`src/rtl/ihc_pkg.sv`:
```
// ----------------------------------------------------------------------------
// ihc_pkg
// Shared types, codes and helpers for the IPv4 header checker.
// ----------------------------------------------------------------------------
package ihc_pkg;

  // Result codes.
  localparam logic [2:0] VERDICT_TRUNCATED  = 3'd0;
  localparam logic [2:0] VERDICT_BAD_IHL    = 3'd1;
  localparam logic [2:0] VERDICT_BAD_CSUM   = 3'd2;
  localparam logic [2:0] VERDICT_BAD_LENGTH = 3'd3;
  localparam logic [2:0] VERDICT_LATER_FRAG = 3'd4;
  localparam logic [2:0] VERDICT_TCP        = 3'd5;
  localparam logic [2:0] VERDICT_UDP        = 3'd6;
  localparam logic [2:0] VERDICT_OTHER      = 3'd7;

  // Header byte positions of the captured fields.
  localparam logic [15:0] IDX_VER_IHL   = 16'd0;
  localparam logic [15:0] IDX_TLEN_HI   = 16'd2;
  localparam logic [15:0] IDX_TLEN_LO   = 16'd3;
  localparam logic [15:0] IDX_FRAG_HI   = 16'd6;
  localparam logic [15:0] IDX_FRAG_LO   = 16'd7;
  localparam logic [15:0] IDX_PROTOCOL  = 16'd9;

  localparam logic [15:0] MIN_HDR_BYTES = 16'd20;
  localparam logic [15:0] COUNT_MAX     = 16'hffff;
  localparam logic [15:0] SUM_GOOD      = 16'hffff;
  localparam logic [15:0] OFFSET_MASK   = 16'h1fff;
  localparam logic [7:0]  PROTO_TCP     = 8'd6;
  localparam logic [7:0]  PROTO_UDP     = 8'd17;

  typedef struct packed {
    logic [7:0] data_byte;
    logic       last;
  } in_t;

  typedef struct packed {
    logic [2:0]  verdict;
    logic [15:0] payload_length;
    logic [13:0] fragment_bits;
    logic [7:0]  protocol_number;
  } out_t;

  // Ones' complement add with end-around carry.
  function automatic logic [15:0] add_ones(input logic [15:0] a, input logic [15:0] b);
    logic [16:0] s;
    s = {1'b0, a} + {1'b0, b};
    return s[15:0] + {15'd0, s[16]};
  endfunction

endpackage

```
`src/rtl/ipv4_header_checker_core.sv`:
```
// ----------------------------------------------------------------------------
// ipv4_header_checker_core
// Streams an IPv4 packet one byte per transaction and gives one verdict per
// packet, with payload length, fragment bits and protocol.
// The result is valid in the cycle after the transaction of the last byte.
// Throughput: one byte per cycle; the input stalls only while a result is held
// in the output register and the output side is stalling.
// Reset: synchronous, active high; clears per-packet state, the output valid
// and the TSO guess enable.
// ----------------------------------------------------------------------------
module ipv4_header_checker_core
  import ihc_pkg::*;
(
  input  logic clk,
  input  logic rst,
  // Byte stream.
  input  logic in_valid,
  output logic in_stall,
  input  in_t  in_data,
  // Verdict stream.
  output logic out_valid,
  input  logic out_stall,
  output out_t out_data,
  // Configuration write channel: the TSO guess enable bit.
  input  logic cfg_valid,
  output logic cfg_ready,
  input  logic cfg_data
);

  // Per-packet state. Each byte updates it in the cycle it is accepted.
  logic [15:0] byte_count;
  logic [3:0]  header_words;
  logic [15:0] sum_accumulator;
  logic [7:0]  pending_high_byte;
  logic [15:0] total_length;
  logic [15:0] fragment_word;
  logic [7:0]  protocol_field;
  logic        tso_guess_enable;

  logic [15:0] byte_count_next;
  logic [3:0]  header_words_next;
  logic [15:0] sum_accumulator_next;
  logic [7:0]  pending_high_byte_next;
  logic [15:0] total_length_next;
  logic [15:0] fragment_word_next;
  logic [7:0]  protocol_field_next;

  logic        in_accept;
  logic        out_take;
  logic [15:0] hdr_bytes;
  logic [15:0] eff_length;
  out_t        result;

  // The output register is the only buffer. A new byte is taken whenever the
  // register is empty or its result leaves in this same cycle.
  assign in_stall  = out_valid && out_stall;
  assign in_accept = in_valid && !in_stall;
  assign out_take  = out_valid && !out_stall;
  assign cfg_ready = 1'b1;

  // State update for the byte at position byte_count.
  always_comb begin
    header_words_next      = header_words;
    total_length_next      = total_length;
    fragment_word_next     = fragment_word;
    protocol_field_next    = protocol_field;
    pending_high_byte_next = pending_high_byte;
    sum_accumulator_next   = sum_accumulator;

    if (byte_count == IDX_VER_IHL) begin
      header_words_next = in_data.data_byte[3:0];
    end
    hdr_bytes = {10'd0, header_words_next, 2'b00};

    case (byte_count)
      IDX_TLEN_HI:  total_length_next[15:8]  = in_data.data_byte;
      IDX_TLEN_LO:  total_length_next[7:0]   = in_data.data_byte;
      IDX_FRAG_HI:  fragment_word_next[15:8] = in_data.data_byte;
      IDX_FRAG_LO:  fragment_word_next[7:0]  = in_data.data_byte;
      IDX_PROTOCOL: protocol_field_next      = in_data.data_byte;
      default: begin
      end
    endcase

    // Header words are summed as big-endian pairs: an even byte is held
    // until its odd partner arrives.
    if (byte_count < hdr_bytes) begin
      if (!byte_count[0]) begin
        pending_high_byte_next = in_data.data_byte;
      end else begin
        sum_accumulator_next = add_ones(sum_accumulator,
                                        {pending_high_byte, in_data.data_byte});
      end
    end

    // The count saturates, so an oversize packet reads as 65535 bytes.
    if (byte_count != COUNT_MAX) begin
      byte_count_next = byte_count + 16'd1;
    end else begin
      byte_count_next = byte_count;
    end
  end

  // Verdict for a packet that ends on this byte; checks in priority order.
  always_comb begin
    // With the TSO guess on, a zero total length means the segmentation
    // engine left it blank, so the received length stands in for it.
    if (tso_guess_enable && (total_length_next == 16'd0)) begin
      eff_length = byte_count_next;
    end else begin
      eff_length = total_length_next;
    end

    result.payload_length  = 16'd0;
    result.fragment_bits   = fragment_word_next[13:0];
    result.protocol_number = protocol_field_next;

    if (byte_count_next < MIN_HDR_BYTES) begin
      result.verdict = VERDICT_TRUNCATED;
    end else if (hdr_bytes < MIN_HDR_BYTES) begin
      result.verdict = VERDICT_BAD_IHL;
    end else if (byte_count_next < hdr_bytes) begin
      result.verdict = VERDICT_TRUNCATED;
    end else if (sum_accumulator_next != SUM_GOOD) begin
      result.verdict = VERDICT_BAD_CSUM;
    end else if (eff_length < hdr_bytes) begin
      result.verdict = VERDICT_BAD_LENGTH;
    end else if ((fragment_word_next & OFFSET_MASK) != 16'd0) begin
      result.verdict = VERDICT_LATER_FRAG;
    end else begin
      result.payload_length = eff_length - hdr_bytes;
      if (protocol_field_next == PROTO_TCP) begin
        result.verdict = VERDICT_TCP;
      end else if (protocol_field_next == PROTO_UDP) begin
        result.verdict = VERDICT_UDP;
      end else begin
        result.verdict = VERDICT_OTHER;
      end
    end
  end

  // Packet state: cleared after the last byte so the next packet starts fresh.
  always_ff @(posedge clk) begin
    if (rst || (in_accept && in_data.last)) begin
      byte_count        <= 16'd0;
      header_words      <= 4'd0;
      sum_accumulator   <= 16'd0;
      pending_high_byte <= 8'd0;
      total_length      <= 16'd0;
      fragment_word     <= 16'd0;
      protocol_field    <= 8'd0;
    end else if (in_accept) begin
      byte_count        <= byte_count_next;
      header_words      <= header_words_next;
      sum_accumulator   <= sum_accumulator_next;
      pending_high_byte <= pending_high_byte_next;
      total_length      <= total_length_next;
      fragment_word     <= fragment_word_next;
      protocol_field    <= protocol_field_next;
    end
  end

  // Configuration register.
  always_ff @(posedge clk) begin
    if (rst) begin
      tso_guess_enable <= 1'b0;
    end else if (cfg_valid && cfg_ready) begin
      tso_guess_enable <= cfg_data;
    end
  end

  // Output register: loads on the last byte, empties when taken.
  always_ff @(posedge clk) begin
    if (rst) begin
      out_valid <= 1'b0;
    end else if (in_accept && in_data.last) begin
      out_valid <= 1'b1;
    end else if (out_take) begin
      out_valid <= 1'b0;
    end
  end

  always_ff @(posedge clk) begin
    if (in_accept && in_data.last) begin
      out_data <= result;
    end
  end

endmodule

```
`config.mk`:
```
export PLATFORM = sky130hd
export DESIGN_NAME = ipv4_header_checker_core
export DESIGN_NICKNAME = d
export VERILOG_FILES = /design/src/rtl/ihc_pkg.sv /design/src/rtl/ipv4_header_checker_core.sv
export SDC_FILE = /design/constraint.sdc
export NUM_CORES = 1
export LEC_CHECK = 0
export ABC_AREA = 1
export BUFFER_PORTS_ARGS = -buffer_cell sky130_fd_sc_hd__buf_4
export CORE_MARGIN = 2
export CORE_UTILIZATION = 50
export DETAILED_ROUTE_END_ITERATION = 6
export HOLD_SLACK_MARGIN = 0.02
export MAX_ROUTING_LAYER = met4
export PLACE_DENSITY_LB_ADDON = 0.15
export SYNTH_ARGS = -nofsm -noshare
export SYNTH_HDL_FRONTEND = slang
export SYNTH_SLANG_ARGS = --single-unit
```
`constraint.sdc`:
```
create_clock -name clk -period 4.2 [get_ports clk]
set_clock_uncertainty 0.1 [all_clocks]
set_input_delay 0.63 -clock clk [delete_from_list [all_inputs] [get_ports clk]]
set_output_delay 0.63 -clock clk [all_outputs]
set_load 0.02 [all_outputs]
```
==> results of run 1 <==
timing repair:
action | 4_1_cts | 5_1_grt
setup buffers | 0 | 18
gates resized for setup | 0 | 74
endpoints found under the setup margin | 0 | 19
layout by cell type, fill, tap and decap left out, types with 8 or more instances in the layout:
cell       Yosys  final
nand2_1      333    323
nor2_2         9     16
inv_1        226    223
ha_1          32     17
buf_4          1    137
nor2_1       129    118
a21oi_1       66     65
o21ai_1       11     13
o21ai_0      100     98
ha_4           0     12
inv_2          6      9
nand4_1       20     20
dfxtp_2        0      8
xor2_1        18     18
nand3_2        3     11
nand3_1       80     72
nor2_4        18     23
clkbuf_16      0     18
dfxtp_1       84     76
edfxtp_1      41     41
o211ai_1      23     23
nand2_2       13     21
final timing paths:
kind                         endpoint  slack (ps)  cells past startpoint
hold / removal       tso_guess_enable         290                      2
setup / recovery         out_data[36]         190                     26
hold reg to reg   sum_accumulator[15]         400                      2
setup reg to reg         out_data[36]         190                     26
power by group:
group	switching, mW	leakage [nW]	internal [mW]
clock	0.574	0.302	1.01
sequential	0.0534	1.10	1.32
combinational	0.698	4.15	0.412
total	1.32	5.55	2.74
layout make-up:
| class | instances | area, um2 | share of cell area (%) |
|---|---|---|---|
| tap | 225 | 282 | 2.58 |
| inverter | 234 | 878 | 8.06 |
| multi-input combinational | 905 | 5060 | 46.4 |
| timing repair buffer | 142 | 1120 | 10.3 |
| clock buffer | 18 | 439 | 4.03 |
| sequential | 125 | 2920 | 26.8 |
| clock inverter | 14 | 193 | 1.77 |
stage by stage:
step,utilization (%),power [mW],instance area (um2)
3_3_place_gp,56.6,2.39,9730
6_report,63.4,4.07,10900
2_1_floorplan,-,2.09,8700
5_1_grt,63.4,4.26,10900
4_1_cts,60.3,3.97,10400
3_5_place_dp,56.6,2.40,9730
kinds of logic (layout without fill, tap and decap cells):
logic type	after synthesis	count (layout)	synth area share [%]
flops	125	125	33.5
xor+xnor	21	21	2.11
other cells	1	1	0.0431
simple gates	630	633	33.1
compound gates	216	216	13.9
fa+ha+maj	34	34	5.06
buf+inv	269	408	12.3
worst register-to-register path: stages, from the launching register on:
cell       delay, ps
dfxtp_2          350
nor2_4           150
nand2_4          110
nor2_8           260
buf_6            170
nand3_2          100
nand3_2          120
nor2_1            60
nand2_2          100
inv_2             50
nand3_4          120
inv_2             70
a21oi_1          140
ha_2             230
fa_2             230
nor2_1            50
o21ai_1          130
inv_1             60
nor2_1            80
nand3_1          120
nor2_2           190
nand3_2          130
nor2_4           200
nor2_4            60
nand4_4          140
clkbuf_16        220
nor2_4            30
per-layer routing:
metal  wire (um)  part of all wire (%)  vias to the layer above
met5           0                     0                        -
met3        1480                   6.0                       30
met2       11200                    46                      264
met1       11500                    47                     3906
met4         351                   1.4                        0
li1            -                     -                     4396
flip-flops by register name, summed over array words and instances, names as in the netlist:
name	cells
byte_count	16
fragment_word	14
header_words	4
out_data	41
out_valid	1
pending_high_byte	8
protocol_field	8
sum_accumulator	16
total_length	16
tso_guess_enable	1
==> run_results.csv, run 1 <==
group,metric,value,unit
status,outcome,"finished, final reports clean",
final_layout,final_cells,1663,
timing,maxSlewViolCount,0,
critical_path,cp.arrival,4090,ps
cts,cts_hold_buf,0,
synthesis,synth_top_area_cell,"dfxtp_1",
cts,clkTransAtPathRegs,60,ps
die,die-area,18500,um2
final_layout,antenna_cells,0,
drt,wl_per_cell,14.7,um
timing,setup_tns,0,ps
placed_design,dp_cells,1609,
pwr,power_density,373,nW/um2
die,start_util,50.6,%
critical_path,max_stage_delay,350,ps
global_route,grt-ovfl-total,0,
timing,tightest_slew,900,ps
cts,cts_max_level,4,
synthesis,synth_area_per_cell,6.71,um2
drt,first_pass_iters,7,
global_route,grt_util_met2,40.7,%
final_layout,fillers,1563,
drt,routed_via_density,5.17,
cts,cts.sinks,125,
synthesis,synth_edf_count,41,
critical_path,cp_max_fo,8,
synthesis,synth_seq_cells,125,
timing,timing.fmax,0.249,GHz
placed_design,port_buffers,57,
pwr,leakage,5.55,nW
global_route,grt.met1_usage,37.8,%
pwr,peakVddDrop,0.295,mV
cts,insertion_delay,430,ps
hold_path,hold_path.class,"in -> reg",
timing,slew_headroom,40.0,%
cts,cts_buffers,17,
global_route,use_met3,4.18,%
synthesis,synth_cell_type_count,49,
synthesis,synth_flop_cell,"dfxtp_1",
critical_path,required,4280,ps
cts,cts_tree,"built",
placed_design,place_ws,-138,ps
synthesis,syn_nets,1345,
flow_run,maxCapViolCount,0,
global_route,grt_pass1_vias,7280,
timing,hold_viol,0,
synthesis,yosysMostFrequentCell,"nand2_1",
global_route,antenna_found_initial,0,
synthesis,yosys.area.top_type_share,19.3,%
critical_path,path_buf_inv,5,
synthesis,yosys_warnings,0,
synthesis,synth_cells,1296,
final_layout,drive_gt1_share,21.1,%
critical_path,r2r_start,"byte_count[9]",
global_route,grt_pass1_wl,37.3,mm
cts,clk_path_buf_depth,2,
global_route,busiest_layer,"met2",
synthesis,synthTopCellsByCount,"nand2_1, inv_1, nor2_1",
final_layout,areaGrowthSynthToFinish,25.3,%
critical_path,cp-end-kind,"flip-flop",
die,core-area,17200,um2
critical_path,crit_start,"byte_count[9]",
final_layout,layout.nets,1474,
drt,num_vias,8596,
die,rows,48,
drt,drt_iter0_markers,745,
global_route,grtUsageTotal,26.9,%
die,fp.dieW,136,um
timing,setup_viol,0,
critical_path,cp-start-kind,"flip-flop",
critical_path,criticalPathCategory,"reg -> reg",
synthesis,async_flop_share,0,%
die,pin_count,59,
synthesis,yosysSeqAreaShare,33.5,%
placed_design,dp_hpwl,17.8,mm
placed_design,routabilityCongestion,0.936,
drt,ant_nets,0,
synthesis,netlist_area,8700,um2
timing,hold_slack,292,ps
drt,remaining_drc_errors,0,
timing,period_minus_slack,4010,ps
hold_path,min_from,"cfg_valid",
synthesis,synth_area_leaders,"dfxtp_1, nand2_1, edfxtp_1",
critical_path,slowest_stage,"dfxtp_2",
global_route,grt_max_degree,92,
cts,clockRootBuffer,"clkbuf_16",
timing,fin_ws,187,ps
drt,drt-total-wl,24.5,mm
timing,finalCritPeriodShare,95.6,%
die,die_h,136,um
critical_path,path_common_cell,"nor2_4",
critical_path,path_delay_family,"simple AND/OR/NAND/NOR gates",
Power figures use the tool's default switching activity.
==> inputs of run 2 (changes only) <==
--- a/config.mk
+++ b/config.mk
@@ -5,7 +5,6 @@
 export SDC_FILE = /design/constraint.sdc
 export NUM_CORES = 1
 export LEC_CHECK = 0
-export ABC_AREA = 1
 export BUFFER_PORTS_ARGS = -buffer_cell sky130_fd_sc_hd__buf_4
 export CORE_MARGIN = 2
 export CORE_UTILIZATION = 50
==> run_results.csv, run 2 <==
group,metric,value,unit
status,outcome,"finished with violations",
status,violations,"negative setup slack",
drt,ant_nets,0,
drt,routed_via_density,5.92,
critical_path,timing.rr.end,"out_data[39]",
final_layout,drive_gt1_share,34.3,%
final_layout,final_cells,1466,
final_layout,areaGrowthSynthToFinish,38.5,%
die,die-area,18200,um2
final_layout,layout_common_cells,"buf_4, nor2_1, dfxtp_1",
global_route,grt_max_degree,53,
synthesis,synth_cell_type_count,94,
global_route,grt_pass1_vias,8150,
final_layout,antenna_cells,0,
pwr,leakage,5.22,nW
timing,rsz0062_at_grt,"true",
drt,remaining_drc_errors,0,
critical_path,crit_start,"sum_accumulator[0]",
final_layout,top_register,"out_data",
die,pin_count,59,
synthesis,synth_edf_count,41,
timing,finalCritPeriodShare,110,%
cts,cts_tree,"built",
synthesis,synth-xor-area-share,3.33,%
placed_design,routabilityCongestion,1.03,
critical_path,endpoint,"out_data[39]",
drt,drt-total-wl,28.4,mm
synthesis,yosys.area_share.simple,27.3,%
global_route,antenna_found_initial,0,
die,fp.dieW,135,um
synthesis,synthTopCellsByCount,"nor2_1, dfxtp_1, nand2_1",
synthesis,synthMuxAreaShare,8.46,%
critical_path,required,4290,ps
synthesis,yosysMostFrequentCell,"nor2_1",
final_layout,layout.nets,1282,
synthesis,async_flop_share,0,%
cts,clockRootBuffer,"clkbuf_16",
final_layout,utilization,71.3,%
placed_design,port_buffers,57,
die,start_util,51.5,%
synthesis,synth_seq_cells,125,
synthesis,netlist_area,8560,um2
critical_path,reg2reg_depth,20,
drt,first_pass_iters,5,
global_route,grtUsageTotal,32.1,%
drt,wl_per_cell,19.4,um
critical_path,r2r_start,"sum_accumulator[0]",
timing,slew_headroom,59.1,%
final_layout,fillers,1304,
flow_run,maxCapViolCount,0,
synthesis,yosysSeqAreaShare,34.0,%
critical_path,cp-end-kind,"flip-flop",
synthesis,synth_cells,990,
pwr,peakVddDrop,0.300,mV
global_route,grt_pass1_wl,43.8,mm
cts,cts.sinks,125,
timing,period_minus_slack,4610,ps
placed_design,dp_hpwl,20.5,mm
synthesis,syn_nets,1039,
final_layout,largest_register_ffs,41,
timing,setup_viol,19,
critical_path,cp.arrival,4700,ps
synthesis,synth_flop_cell,"dfxtp_1",
synthesis,yosys_warnings,0,
die,die_h,135,um
cts,clkTransAtPathRegs,70,ps
synthesis,synth_compound_area_share,16.8,%
hold_path,hold_path.class,"in -> reg",
final_layout,layout_commonest_cell,"buf_4",
die,rows,47,
cts,cts_max_level,4,
pwr,power_density,314,nW/um2
synthesis,synth_area_per_cell,8.65,um2
critical_path,criticalPathCategory,"reg -> reg",
timing,timing.fmax,0.217,GHz
synthesis,synth_top_area_cell,"dfxtp_1",
hold_path,min_from,"rst",
synthesis,yosys.area_share.adder,5.14,%
synthesis,synth_top_family_by_area,"simple AND/OR/NAND/NOR gates",
global_route,grt-ovfl-total,0,
die,core-area,16600,um2
drt,drt_iter0_markers,740,
critical_path,reg2reg_slack,-410,ps
synthesis,synth_area_leaders,"dfxtp_1, edfxtp_1, mux2i_1",
critical_path,cp_max_fo,5,
timing,maxSlewViolCount,0,
cts,clk_path_buf_depth,2,
timing,tightest_slew,613,ps
timing,fin_ws,-406,ps
cts,insertion_delay,440,ps
synthesis,yosys.area.top_type_share,19.6,%
cts,cts_hold_buf,0,
timing,hold_viol,0,
cts,cts_buffers,17,
placed_design,dp_cells,1410,
critical_path,cp-start-kind,"flip-flop",
drt,num_vias,8680,
-- run 2: cell types whose count changed in the layout (fill, tap and decap cells not counted), sizes merged, moves of 34 or more --
cell,change
nand2,-269
inv,-198
buf,+142
o21ai,-80
mux2i,+51
nand3,-51
nor3,+37
nor4,+36
nor2,-34
-- run 2: worst min-delay path by stage --
stage | to | slack, ps | depth (start not counted)
finish | out_valid | 260 | 2
global placement | protocol_field[3] | 350 | 2
detailed placement | protocol_field[5] | 360 | 2
floorplan | protocol_field[6] | 340 | 2
CTS | out_valid | 260 | 2
global route | out_valid | 270 | 2
-- run 2: layer usage --
metal | up-vias | wire, um | GRT usage, %
li1 | 4183 | - | -
met1 | 4076 | 12800 | 43.3
met2 | 349 | 12500 | 46.2
met3 | 72 | 2180 | 7.28
met4 | 0 | 962 | 13.6
met5 | - | 0 | -
-- run 2: area by class of cell --
cell class	instances	area, um2	area share [%]
Sequential cell	125	2910	24.6
Clock inverter	15	195	1.65
Tap cell	220	275	2.32
Inverter	27	101	0.854
Clock buffer	17	425	3.59
Timing Repair Buffer	285	2350	19.8
Multi-Input combinational cell	777	5600	47.2
-- run 2: kinds of logic (layout without fill, tap and decap cells) --
family | count (synthesis) | in the layout
AO/OA/AOI/OAI | 206 | 206
XOR/XNOR | 31 | 31
adder cells (fa/ha/maj) | 34 | 34
buffers and inverters | 88 | 344
flip-flops | 125 | 125
multiplexers | 70 | 70
other | 1 | 1
AND/OR/NAND/NOR | 435 | 435
-- run 2: through the flow --
step	setup slack (ps)	area, um2	power (mW)	hold slack (ps)	TNS, ps
6_report	-406	11900	3.73	261	-6750
5_1_grt	-588	11900	3.86	269	-9820
4_1_cts	-380	11500	3.68	256	-6250
3_5_place_dp	-1000	10600	2.14	362	-18340
3_3_place_gp	-884	10600	2.13	354	-17080
2_1_floorplan	-694	8630	1.80	341	-11410
-- run 2: critical path, cell delays in order (launching register included) --
cell       delay, ps
dfxtp_2          340
ha_4             160
fa_2             340
a211o_1          310
a211o_1          330
a2111oi_4        310
or3_1            180
nand2_1           60
a21o_1           200
ha_4             180
ha_4             160
nand2b_1          70
nor4_2            50
or2_4            240
and3_4           150
and3_4           180
a21boi_2         150
o311ai_2         130
a211o_4          330
buf_12           160
o31a_1           230
-- run 2: repair_timing --
action                     4_1_cts  5_1_grt
setup endpoints to repair       20       29
setup buffers                    9       14
gates cloned                     2        2
resized for setup               23       37
pin swaps                       24       20
-- run 2: power by group --
group / switching (mW) / total (mW) / internal, mW
combinational: 0.492 / 0.876 / 0.384
clock: 0.671 / 1.53 / 0.860
sequential: 0.0251 / 1.32 / 1.29
total: 1.19 / 3.73 / 2.54
==> inputs of run 3 (changes only) <==
--- a/config.mk
+++ b/config.mk
@@ -7,7 +7,7 @@
 export LEC_CHECK = 0
 export BUFFER_PORTS_ARGS = -buffer_cell sky130_fd_sc_hd__buf_4
 export CORE_MARGIN = 2
-export CORE_UTILIZATION = 50
+export CORE_UTILIZATION = 62
 export DETAILED_ROUTE_END_ITERATION = 6
 export HOLD_SLACK_MARGIN = 0.02
 export MAX_ROUTING_LAYER = met4
==> run_results.csv, run 3 (same netlist as run 2, synthesis figures left out) <==
group,metric,value,unit
status,outcome,"finished with violations",
status,violations,"design-rule violations, negative setup slack",
critical_path,cp-end-kind,"flip-flop",
final_layout,final_cells,1397,
critical_path,cp-start-kind,"input pin",
pwr,pwr-share-seq,35.1,%
timing,finalCritPeriodShare,116,%
cts,insertion_delay,440,ps
timing,timing.fmax,0.205,GHz
drt,drt_iter0_markers,1239,
global_route,grt_max_degree,43,
timing,setup_viol,19,
die,core-area,13300,um2
die,fp.dieW,122,um
cts,cts_tree,"built",
pwr,p_int,2.48,mW
critical_path,required,4360,ps
global_route,grt_pass1_vias,8915,
die,die_h,122,um
drt,drt-total-wl,32.0,mm
hold_path,hold_path.class,"in -> reg",
timing,period_minus_slack,4880,ps
global_route,grt_pass1_wl,49.0,mm
critical_path,criticalPathCategory,"in -> reg",
pwr,peakVddDrop,0.322,mV
cts,clockRootBuffer,"clkbuf_16",
final_layout,drive_gt1_share,33.0,%
timing,tightest_slew,975,ps
cts,clkTransAtPathRegs,70,ps
drt,ant_nets,0,
pwr,pwr-share-comb,24.9,%
timing,rsz0062_at_grt,"true",
cts,cts.sinks,125,
final_layout,utilization,86.7,%
final_layout,largest_register_ffs,41,
critical_path,cp.arrival,5040,ps
die,start_util,64.2,%
die,rows,42,
pwr,power_density,325,nW/um2
pwr,power_frac_clock,39.9,%
drt,wl_per_cell,22.9,um
cts,cts_hold_buf,0,
cts,clk_path_buf_depth,2,
drt,first_pass_iters,7,
timing,maxSlewViolCount,0,
final_layout,top_register,"out_data",
placed_design,port_buffers,57,
pwr,sw_frac_of_total,34.2,%
cts,cts_max_level,4,
timing,fin_ws,-677,ps
final_layout,areaGrowthSynthToFinish,35.1,%
critical_path,cp_max_fo,26,
pwr,leakage,5.04,nW
drt,remaining_drc_errors,14,
placed_design,dp_cells,1347,
final_layout,layout_common_cells,"buf_4, nor2_1, dfxtp_1",
die,pin_count,59,
placed_design,place_ws,-1040,ps
final_layout,layout.nets,1255,
drt,num_vias,9362,
final_layout,layout_commonest_cell,"buf_4",
die,die-area,14800,um2
flow_run,maxCapViolCount,0,
timing,slew_headroom,34.3,%
global_route,grtUsageTotal,45.2,%
placed_design,routabilityCongestion,0.992,
placed_design,dp_hpwl,20.5,mm
global_route,antenna_found_initial,2,
pwr,power.switching,1.29,mW
global_route,grt-ovfl-total,0,
cts,cts_buffers,17,
drt,routed_via_density,6.70,
timing,hold_viol,0,
-- run 3: power groups by stage --
stage,clock network [mW],logic (mW),registers [mW]
final,1.50,0.938,1.32
after global routing,1.53,0.986,1.33
after CTS,1.48,0.857,1.32
after detailed placement,0,0.805,1.35
after global placement,0,0.787,1.34
after floorplan,0,0.438,1.36
-- run 3: path summary, 6_finish.rpt --
path	start	to	cells after the start	slack, ps
max	in_data[1]	out_data[31]	22	-680
min	rst	out_valid	2	260
max reg2reg	byte_count[14]	out_data[31]	21	-590
min reg2reg	protocol_field[5]	protocol_field[5]	2	370
-- run 3: metal layers --
layer  GRT usage [%]  vias to the layer above  share of wire, %
met5               -                        -                 0
met3            13.4                      231                10
met4            26.8                        0               8.0
met2            70.4                      615                46
li1                -                     4131                 -
met1            51.7                     4385                36
-- run 3: layout make-up --
type                            count  area (um2)
Antenna cell                        2        5.00
Clock buffer                       17         425
Clock inverter                     15         169
Fill cell                         750        1780
Inverter                           27         101
Multi-Input combinational cell    777        5630
Sequential cell                   125        2910
Tap cell                          176         220
Timing Repair Buffer              258        2110
-- run 3: worst max-delay path: stages --
cell and delay [ps]:
buf_4 120, buf_4 130, or4_4 550, nor4_2 280
nand4_1 170, a22oi_2 290, nand3_2 190, buf_8 210
o211a_1 240, ha_1 210, nor2b_1 130, o21ai_0 90
nand2b_1 170, a21oi_4 90, a21boi_1 140, buf_4 150
buf_4 120, o21ai_2 100, buf_6 170, o32ai_1 80
or3_2 470, nor4_4 290
-- run 3: stage by stage --
step	area [um2]	hold slack (ps)	setup TNS, ps	power [mW]
5_1_grt	11600	267	-11260	3.85
3_3_place_gp	10400	354	-17290	2.13
4_1_cts	11400	260	-6450	3.65
6_report	11600	255	-9020	3.76
3_5_place_dp	10400	364	-20090	2.15
2_1_floorplan	8630	341	-11410	1.80
-- run 3: timing repair --
action,CTS,global route
endpoints found under the setup margin,21,21
resized for setup,35,30
endpoints found under the hold margin,0,0
pin swaps,17,7
buffers inserted,8,6
cloned,3,0
